==> src/sv/rau_pkg.sv <==
`default_nettype none
package rau_pkg;
  localparam int OPERAND_BITS = 16;
  localparam int PROD_BITS = 2 * OPERAND_BITS;
  localparam int RES_NUM_BITS = 33;
  localparam int RES_DEN_BITS = 31;
  localparam int MAG_BITS = 32;
  localparam int CNT_BITS = 6;

  localparam logic [1:0] MODE_MAKE = 2'd0;
  localparam logic [1:0] MODE_ADD = 2'd1;
  localparam logic [1:0] MODE_MUL = 2'd2;
  localparam logic [1:0] MODE_RSVD = 2'd3;

  typedef enum logic [2:0] {
    ST_IDLE, ST_MUL1, ST_MUL2, ST_CHECK, ST_GCD, ST_DIVN, ST_DIVD, ST_OUT
  } back_state_t;

  typedef struct packed {
    logic                       neg;
    logic                       zero_den;
    logic                       zero_num;
    logic [MAG_BITS-1:0]        nm;
    logic [MAG_BITS-1:0]        dm;
  } work_t;
endpackage
`default_nettype wire

==> src/sv/rau_div.sv <==
`default_nettype none
// restoring divider, one quotient bit per cycle
module rau_div (
  input  wire logic                         clk,
  input  wire logic                         rst_n,
  input  wire logic                         go,
  input  wire logic [rau_pkg::MAG_BITS-1:0] dividend,
  input  wire logic [rau_pkg::MAG_BITS-1:0] divisor,
  output logic                              done,
  output logic [rau_pkg::MAG_BITS-1:0]      quot,
  output logic [rau_pkg::MAG_BITS-1:0]      rem
);
  logic                              busy_r, busy_nxt;
  logic [rau_pkg::CNT_BITS-1:0]      cnt_r, cnt_nxt;
  logic [rau_pkg::MAG_BITS-1:0]      q_r, q_nxt, d_r, d_nxt;
  logic [rau_pkg::MAG_BITS:0]        r_r, r_nxt, trial;
  logic                              done_r, done_nxt;

  always_comb begin
    busy_nxt = busy_r;
    cnt_nxt = cnt_r;
    q_nxt = q_r;
    d_nxt = d_r;
    r_nxt = r_r;
    done_nxt = 1'b0;
    trial = {r_r[rau_pkg::MAG_BITS-1:0], q_r[rau_pkg::MAG_BITS-1]} - {1'b0, d_r};
    if (go) begin
      busy_nxt = 1'b1;
      cnt_nxt = '0;
      q_nxt = dividend;
      d_nxt = divisor;
      r_nxt = '0;
    end else if (busy_r) begin
      if (trial[rau_pkg::MAG_BITS]) begin
        r_nxt = {r_r[rau_pkg::MAG_BITS-1:0], q_r[rau_pkg::MAG_BITS-1]};
        q_nxt = {q_r[rau_pkg::MAG_BITS-2:0], 1'b0};
      end else begin
        r_nxt = trial;
        q_nxt = {q_r[rau_pkg::MAG_BITS-2:0], 1'b1};
      end
      cnt_nxt = cnt_r + 1'b1;
      if (cnt_r == rau_pkg::CNT_BITS'(rau_pkg::MAG_BITS - 1)) begin
        busy_nxt = 1'b0;
        done_nxt = 1'b1;
      end
    end
  end

  always_ff @(posedge clk) begin
    if (!rst_n) begin
      busy_r <= 1'b0;
      done_r <= 1'b0;
    end else begin
      busy_r <= busy_nxt;
      done_r <= done_nxt;
    end
    cnt_r <= cnt_nxt;
    q_r <= q_nxt;
    d_r <= d_nxt;
    r_r <= r_nxt;
  end

  assign done = done_r;
  assign quot = q_r;
  assign rem = r_r[rau_pkg::MAG_BITS-1:0];

  a_done_pulse: assert property (@(posedge clk) disable iff (!rst_n)
    done_r |=> !done_r) else $error("divider done held");
  a_no_busy_done: assert property (@(posedge clk) disable iff (!rst_n)
    done_r |-> !busy_r) else $error("divider done while busy");
  a_go_busy: assert property (@(posedge clk) disable iff (!rst_n)
    go |=> busy_r) else $error("divider did not start");
endmodule
`default_nettype wire

==> src/sv/rau_front.sv <==
`default_nettype none
// takes a request, registers operands into a one-entry queue
module rau_front (
  input  wire logic                              clk,
  input  wire logic                              rst_n,
  input  wire logic                              start,
  output logic                                   busy,
  input  wire logic [1:0]                        in_mode,
  input  wire logic signed [rau_pkg::OPERAND_BITS-1:0] in_a_num,
  input  wire logic signed [rau_pkg::OPERAND_BITS-1:0] in_a_den,
  input  wire logic signed [rau_pkg::OPERAND_BITS-1:0] in_b_num,
  input  wire logic signed [rau_pkg::OPERAND_BITS-1:0] in_b_den,
  output logic                                   q_valid,
  input  wire logic                              q_pop,
  output logic [1:0]                             q_mode,
  output logic signed [rau_pkg::OPERAND_BITS-1:0] q_a_num,
  output logic signed [rau_pkg::OPERAND_BITS-1:0] q_a_den,
  output logic signed [rau_pkg::OPERAND_BITS-1:0] q_b_num,
  output logic signed [rau_pkg::OPERAND_BITS-1:0] q_b_den
);
  logic valid_r, valid_nxt;
  logic [1:0] mode_r;
  logic signed [rau_pkg::OPERAND_BITS-1:0] an_r, ad_r, bn_r, bd_r;
  logic take;

  assign busy = valid_r;
  assign take = start && !valid_r;

  always_comb begin
    valid_nxt = valid_r;
    if (q_pop) valid_nxt = 1'b0;
    if (take) valid_nxt = 1'b1;
  end

  always_ff @(posedge clk) begin
    if (!rst_n) valid_r <= 1'b0;
    else valid_r <= valid_nxt;
    if (take) begin
      // unused mode 3 behaves as make
      mode_r <= (in_mode == rau_pkg::MODE_RSVD) ? rau_pkg::MODE_MAKE : in_mode;
      an_r <= in_a_num;
      ad_r <= in_a_den;
      bn_r <= in_b_num;
      bd_r <= in_b_den;
    end
  end

  assign q_valid = valid_r;
  assign q_mode = mode_r;
  assign q_a_num = an_r;
  assign q_a_den = ad_r;
  assign q_b_num = bn_r;
  assign q_b_den = bd_r;

  a_take_fill: assert property (@(posedge clk) disable iff (!rst_n)
    take |=> valid_r) else $error("queue not filled");
  a_pop_valid: assert property (@(posedge clk) disable iff (!rst_n)
    q_pop |-> valid_r) else $error("pop of empty queue");
  a_mode_ok: assert property (@(posedge clk) disable iff (!rst_n)
    valid_r |-> mode_r != rau_pkg::MODE_RSVD) else $error("mode 3 queued");
endmodule
`default_nettype wire

==> src/sv/rau_back.sv <==
`default_nettype none
// cross multiply, then Euclid on a shared divider, then two divides
module rau_back (
  input  wire logic                              clk,
  input  wire logic                              rst_n,
  input  wire logic                              q_valid,
  output logic                                   q_pop,
  input  wire logic [1:0]                        q_mode,
  input  wire logic signed [rau_pkg::OPERAND_BITS-1:0] q_a_num,
  input  wire logic signed [rau_pkg::OPERAND_BITS-1:0] q_a_den,
  input  wire logic signed [rau_pkg::OPERAND_BITS-1:0] q_b_num,
  input  wire logic signed [rau_pkg::OPERAND_BITS-1:0] q_b_den,
  output logic                                   out_valid,
  output logic signed [rau_pkg::RES_NUM_BITS-1:0] out_res_num,
  output logic [rau_pkg::RES_DEN_BITS-1:0]       out_res_den,
  output logic                                   out_zero_den_error
);
  localparam int PB = rau_pkg::PROD_BITS;
  localparam int MB = rau_pkg::MAG_BITS;

  rau_pkg::back_state_t st_r, st_nxt;
  logic signed [PB-1:0] p1_r, p2_r, p3_r;
  logic signed [PB:0]   top_r, bot_r;
  logic [MB-1:0] nm_r, dm_r, gn_r, gd_r, g_r;
  logic neg_r;
  logic div_go, div_done;
  logic [MB-1:0] div_a, div_b, div_q, div_r;
  logic [MB-1:0] top_mag, bot_mag;
  logic valid_r;
  logic signed [rau_pkg::RES_NUM_BITS-1:0] num_r;
  logic [rau_pkg::RES_DEN_BITS-1:0] den_r;
  logic err_r;

  rau_div u_div (
    .clk(clk), .rst_n(rst_n), .go(div_go), .dividend(div_a), .divisor(div_b),
    .done(div_done), .quot(div_q), .rem(div_r)
  );

  assign top_mag = top_r[PB] ? MB'(-top_r) : MB'(top_r);
  assign bot_mag = bot_r[PB] ? MB'(-bot_r) : MB'(bot_r);

  always_comb begin
    st_nxt = st_r;
    case (st_r)
      rau_pkg::ST_IDLE:  if (q_valid) st_nxt = rau_pkg::ST_MUL1;
      rau_pkg::ST_MUL1:  st_nxt = rau_pkg::ST_MUL2;
      rau_pkg::ST_MUL2:  st_nxt = rau_pkg::ST_CHECK;
      rau_pkg::ST_CHECK: st_nxt = (bot_r == '0 || top_r == '0) ? rau_pkg::ST_OUT
                                                               : rau_pkg::ST_GCD;
      rau_pkg::ST_GCD:   if (div_done && div_r == '0) st_nxt = rau_pkg::ST_DIVN;
      rau_pkg::ST_DIVN:  if (div_done) st_nxt = rau_pkg::ST_DIVD;
      rau_pkg::ST_DIVD:  if (div_done) st_nxt = rau_pkg::ST_OUT;
      rau_pkg::ST_OUT:   st_nxt = rau_pkg::ST_IDLE;
      default:           st_nxt = rau_pkg::ST_IDLE;
    endcase
  end

  always_comb begin
    div_go = 1'b0;
    div_a = gn_r;
    div_b = gd_r;
    q_pop = 1'b0;
    case (st_r)
      rau_pkg::ST_MUL1:  q_pop = 1'b1;
      rau_pkg::ST_CHECK: begin
        div_go = !(bot_r == '0 || top_r == '0);
        div_a = top_mag;
        div_b = bot_mag;
      end
      rau_pkg::ST_GCD: begin
        div_go = div_done;
        div_a = gd_r;
        div_b = div_r;
        if (div_done && div_r == '0) begin
          div_a = nm_r;
          div_b = gd_r;
        end
      end
      rau_pkg::ST_DIVN: begin
        div_go = div_done;
        div_a = dm_r;
        div_b = g_r;
      end
      default: ;
    endcase
  end

  always_ff @(posedge clk) begin
    if (!rst_n) begin
      st_r <= rau_pkg::ST_IDLE;
      valid_r <= 1'b0;
    end else begin
      st_r <= st_nxt;
      valid_r <= (st_r == rau_pkg::ST_OUT);
    end
    case (st_r)
      rau_pkg::ST_IDLE: begin
        p1_r <= PB'(q_a_num) * PB'(q_b_den);
        p2_r <= PB'(q_b_num) * PB'(q_a_den);
        p3_r <= PB'(q_a_den) * PB'(q_b_den);
      end
      rau_pkg::ST_MUL1: begin
        case (q_mode)
          rau_pkg::MODE_ADD: top_r <= (PB+1)'(p1_r) + (PB+1)'(p2_r);
          rau_pkg::MODE_MUL: top_r <= (PB+1)'(p1_r);
          default:           top_r <= (PB+1)'(q_a_num);
        endcase
        bot_r <= (q_mode == rau_pkg::MODE_MAKE) ? (PB+1)'(q_a_den) : (PB+1)'(p3_r);
        if (q_mode == rau_pkg::MODE_MUL) p2_r <= PB'(q_a_num) * PB'(q_b_num);
        else p2_r <= p1_r;
      end
      rau_pkg::ST_MUL2: begin
        if (q_mode == rau_pkg::MODE_MUL) top_r <= (PB+1)'(p2_r);
      end
      rau_pkg::ST_CHECK: begin
        nm_r <= top_mag;
        dm_r <= bot_mag;
        gd_r <= bot_mag;
        neg_r <= top_r[PB] ^ bot_r[PB];
        err_r <= (bot_r == '0);
        num_r <= '0;
        den_r <= rau_pkg::RES_DEN_BITS'(1);
      end
      rau_pkg::ST_GCD: begin
        if (div_done) begin
          if (div_r == '0) g_r <= gd_r;
          else begin
            gn_r <= gd_r;
            gd_r <= div_r;
          end
        end
      end
      rau_pkg::ST_DIVN: if (div_done)
        num_r <= neg_r ? -rau_pkg::RES_NUM_BITS'(div_q) : rau_pkg::RES_NUM_BITS'(div_q);
      rau_pkg::ST_DIVD: if (div_done) den_r <= rau_pkg::RES_DEN_BITS'(div_q);
      default: ;
    endcase
  end

  assign out_valid = valid_r;
  assign out_res_num = num_r;
  assign out_res_den = den_r;
  assign out_zero_den_error = err_r;

  a_out_pulse: assert property (@(posedge clk) disable iff (!rst_n)
    valid_r |=> !valid_r) else $error("result strobe held");
  a_pop_once: assert property (@(posedge clk) disable iff (!rst_n)
    q_pop |=> !q_pop) else $error("double pop");
  a_den_pos: assert property (@(posedge clk) disable iff (!rst_n)
    valid_r |-> den_r != '0) else $error("zero denominator out");
endmodule
`default_nettype wire

==> src/sv/rational_arithmetic_unit_top.sv <==
`default_nettype none
// Rational arithmetic unit: make, add or multiply 16-bit fractions and
// reduce the result by GCD, sign on the numerator.
// Input: raise start with in_mode and operands; the request is taken at a
// clock edge where start is high and busy is low. busy stays high while
// the one-entry front queue holds a request the back end has not taken.
// Back end: 16x16 cross products, formed in the IDLE and MUL1 states,
// zero checks, then Euclid's GCD on a shared restoring divider (one
// quotient bit per cycle), then numerator and denominator are each
// divided by the GCD. A zero numerator or denominator skips the divider.
// A new request queues in the front while the previous one is still in
// the back end.
// Output: out_valid is high for one cycle with out_res_num, out_res_den
// and out_zero_den_error; the receiver cannot stall. A zero denominator
// gives 0/1 with the error flag set.
// Reset (rst_n low, synchronous) empties the queue and idles the back end.
module rational_arithmetic_unit_top (
  input  wire logic                              clk,
  input  wire logic                              rst_n,
  input  wire logic                              start,
  output logic                                   busy,
  input  wire logic [1:0]                        in_mode,
  input  wire logic signed [rau_pkg::OPERAND_BITS-1:0] in_a_num,
  input  wire logic signed [rau_pkg::OPERAND_BITS-1:0] in_a_den,
  input  wire logic signed [rau_pkg::OPERAND_BITS-1:0] in_b_num,
  input  wire logic signed [rau_pkg::OPERAND_BITS-1:0] in_b_den,
  output logic                                   out_valid,
  output logic signed [rau_pkg::RES_NUM_BITS-1:0] out_res_num,
  output logic [rau_pkg::RES_DEN_BITS-1:0]       out_res_den,
  output logic                                   out_zero_den_error
);
  logic q_valid, q_pop;
  logic [1:0] q_mode;
  logic signed [rau_pkg::OPERAND_BITS-1:0] q_a_num, q_a_den, q_b_num, q_b_den;

  rau_front u_front (
    .clk(clk), .rst_n(rst_n), .start(start), .busy(busy),
    .in_mode(in_mode), .in_a_num(in_a_num), .in_a_den(in_a_den),
    .in_b_num(in_b_num), .in_b_den(in_b_den),
    .q_valid(q_valid), .q_pop(q_pop), .q_mode(q_mode),
    .q_a_num(q_a_num), .q_a_den(q_a_den), .q_b_num(q_b_num), .q_b_den(q_b_den)
  );

  rau_back u_back (
    .clk(clk), .rst_n(rst_n), .q_valid(q_valid), .q_pop(q_pop),
    .q_mode(q_mode), .q_a_num(q_a_num), .q_a_den(q_a_den),
    .q_b_num(q_b_num), .q_b_den(q_b_den),
    .out_valid(out_valid), .out_res_num(out_res_num),
    .out_res_den(out_res_den), .out_zero_den_error(out_zero_den_error)
  );
endmodule
`default_nettype wire

==> config.mk <==
export PLATFORM = sky130hd
export DESIGN_NAME = rational_arithmetic_unit_top
export DESIGN_NICKNAME = d
export VERILOG_FILES = /design/src/sv/rau_pkg.sv /design/src/sv/rau_div.sv /design/src/sv/rau_front.sv /design/src/sv/rau_back.sv /design/src/sv/rational_arithmetic_unit_top.sv
export SDC_FILE = /design/constraint.sdc
export NUM_CORES = 2
export LEC_CHECK = 0
export BUFFER_PORTS_ARGS = -buffer_cell sky130_fd_sc_hd__buf_2
export CAP_MARGIN = 30
export CORE_UTILIZATION = 50
export CTS_CLUSTER_DIAMETER = 50
export DETAILED_ROUTE_END_ITERATION = 7
export PLACE_DENSITY = 0.66
export SETUP_SLACK_MARGIN = 0.15
export SLEW_MARGIN = 10
export SYNTH_ARGS = -nofsm -noshare
export SYNTH_HDL_FRONTEND = slang
export SYNTH_SLANG_ARGS = --single-unit
==> constraint.sdc <==
create_clock -name clk -period 15.3 [get_ports clk]
set_clock_uncertainty 0.1 [all_clocks]
set_input_delay 1.53 -clock clk [delete_from_list [all_inputs] [get_ports clk]]
set_output_delay 1.53 -clock clk [all_outputs]
set_load 0.1 [all_outputs]
==> results.cfg <==
[clock_tree]
cts_sinks = 554
cts_setup_buffers = 0
clk-insertion-delay-late_ps = 690
ctsResizeCount = 0
postCtsHoldBufs = 0
cts_tree = built
clockBufferDepth = 3
cts_inserted_buffers = 82
cts.reportedPaths.clkPinSlew_ps = 50
cts.htree.levels = 3
root_buffer = clkbuf_16

[cells_and_area]
fin_nets = 8205
multi_input_area_um2 = 43960
seq_area_um2 = 16190
drive_gt1_frac = 0.06737
fillers = 11710
area_delta_synth_final_pct = 8.087

[sta]
layout_min_cycle_time_ps = 7611
holdWs_ps = 371.8
finalHoldViolCount = 0
tightest_slew_ps = 994.1
period_share = 0.4974
rsz0062_at_grt = false
tns_ps = 0
setup_violations = 0
maxSlewHeadroom = 0.3325
drv_slew = 0
max_freq_ghz = 0.1314

[yosys]
synth_top_cell_by_area = fa_1
syn_area_per_cell_um2 = 9.913
seq_area_frac_synth = 0.2446
syn-num-nets = 8193
synthCells = 6675
ys_async_sr_fraction = 0
synth_cell_type_count = 89
synth_edf_count = 509
synth_top_area_share = 0.3177
yosysWarnings = 0
yosys_register_bits = 554
synth_ff_type = edfxtp_1
synthTopCellsByArea = fa_1, edfxtp_1, ha_1
netlist_area_um2 = 66170

[floorplan]
io_pins = 136
die_area_um2 = 133800
die_h_um = 365.8
core_area_um2 = 131500
initial_core_util = 0.5033
num_rows = 133
die_width_um = 365.8

[worst_hold_path]
hold_class = flip-flop to flip-flop
min_path_cells = 1

[detailed_routing]
finalWirelength_mm = 169.3
ant_nets = 0
via_count = 47350
drc = 0
first_pass_iters = 7
top_layer_used = met5
viasPerCell = 5.562
drt_iter0_drc = 4002
wl_per_cell_um = 19.89
met1_length_mm = 69.93
wl_met2_mm = 81.17
dr_wl_met3_mm = 12.16

[critical_path]
cp_cell_sequence = nand2_1 -> inv_1 -> fa_1 -> fa_1 -> fa_1 -> fa_1 -> fa_1 -> inv_1 -> fa_1 -> inv_1 -> ha_1 -> a21o_1 -> a21o_1 -> a221o_1 -> or3_1 -> o31a_1 -> a41oi_1 -> mux2i_1 -> a21oi_1 -> a21oi_1 -> nor3_1
crit_type = flip-flop to flip-flop
endpoint_kind = flip-flop
worstPathMaxFanout = 12
crit_path_max_incr_delay_ps = 910
worst-path-stages = 21
crit_slowest_cell = fa_1
crit_family = adder cells
rr_worst_depth = 21
arrival_ps = 7890
startpoint_type = flip-flop
crit_buf_inv = 3
critPathRequiredTime_ps = 15580
path_common_cell = fa_1

[place]
portBuffers = 135
gp_congestion = 0.8925
place_hpwl_mm = 125.0

[global_routing]
globalRouteTotalUtil = 0.2620
antenna_found_initial = 5
grt_pass1_vias = 49160
overflow = 0
grt_pass1_wl_mm = 275.1
grt_start_max_net_pins = 77

[flow_run]
maxCapViolations = 0

[status]
status = finished clean
## metrics by stage
step	instances	cell area (µm²)	setup slack (ps)	util
finish	8513	71520	7689	0.5440
global route	8509	71510	7301	0.5440
CTS	8505	71440	7732	0.5434
detailed placement	8354	68650	7768	0.5222
global placement	8352	68610	7327	0.5219
floorplan	6675	66170	8315	-
## state kept, by name, indices dropped and copies added, names as in the netlist, 24 cells and up
signal	count
u_back.top_r	33
u_back.dm_r	32
u_back.bot_r	32
u_back.u_div.quot	32
u_back.gd_r	32
u_back.p1_r	32
u_back.p2_r	32
u_back.out_res_den	31
u_back.out_res_num	33
u_back.gn_r	24
u_back.p3_r	32
u_back.nm_r	32
u_back.g_r	32
u_back.u_div.d_r	32
u_back.u_div.r_r	32
## routing by layer
| metal | track usage | vias up |
|---|---|---|
| li1 | - | 21260 |
| met1 | 0.3497 | 24100 |
| met2 | 0.4417 | 1713 |
| met3 | 0.03770 | 273 |
| met4 | 0.08056 | 2 |
| met5 | 0 | - |
## placed cells by master (no fill, tap or decap), types with 24 or more instances in the layout
cell type	count
dfxtp_1	43
clkbuf_16	83
xnor2_1	191
o21a_1	28
o31ai_1	42
a222oi_1	25
nand2b_1	49
nand2_1	787
o21bai_1	31
nor3_1	35
a221o_1	36
o21ai_0	217
inv_1	1287
a21oi_1	242
a21o_1	67
nand3_1	33
a221oi_1	26
and2_1	449
edfxtp_1	509
fa_1	1050
buf_4	99
buf_2	135
ha_1	398
a31oi_1	25
mux2i_1	51
a211oi_1	24
xor2_1	93
or3_1	25
nor2_1	295
## area by class of cell
| type | count | area share |
|---|---|---|
| clock inverters | 51 | 0.008747 |
| repair buffers | 239 | 0.02138 |
| multi-input cells | 4517 | 0.6146 |
| diodes | 4 | 0.0001400 |
| flip-flops and latches | 554 | 0.2263 |
| well taps | 1755 | 0.03070 |
| inverters | 1293 | 0.06789 |
| clock buffers | 100 | 0.03021 |
## worst paths after layout
path / slack, ps / end / start
worst max-delay path: 7690 / u_back.p2_r[31] / u_front.q_b_num[1]
worst min-delay path: 370 / u_back.u_div.done / u_back.u_div.cnt_r[5]
worst min register to register: 370 / u_back.u_div.done / u_back.u_div.cnt_r[5]
worst max register to register: 7690 / u_back.p2_r[31] / u_front.q_b_num[1]
## cell usage after synthesis (all sizes together) (25+ instances only)
cell type     n
a31oi        26
o21ai       229
xnor2       192
nor2        300
buf          25
nand2       787
inv        1291
a221oi       26
a211oi       26
a21oi       243
and2        449
a21o         67
dfxtp        45
edfxtp      509
o21a         28
xor2         93
o31ai        42
ha          399
or3          26
a222oi       25
fa         1050
nand3        33
nand2b       51
a221o        36
clkbuf      286
mux2i        51
o21bai       31
nor3         38
## cell families (layout without fill, tap and decap cells)
| logic type | count (synthesis) | in the layout | share of synthesized area |
|---|---|---|---|
| AO/OA/AOI/OAI | 913 | 913 | 0.09182 |
| AND/OR/NAND/NOR | 1800 | 1800 | 0.1296 |
| multiplexers | 70 | 70 | 0.01095 |
| flip-flops | 554 | 554 | 0.2446 |
| XOR/XNOR | 285 | 285 | 0.03772 |
| other | 0 | 4 | 0 |
| buffers and inverters | 1604 | 1683 | 0.09220 |
| adder cells (fa/ha/maj) | 1449 | 1449 | 0.3931 |
Power is left out: the tool's default activity adds up to more than one toggle a clock period on the data nets, which glitch-free logic cannot reach.
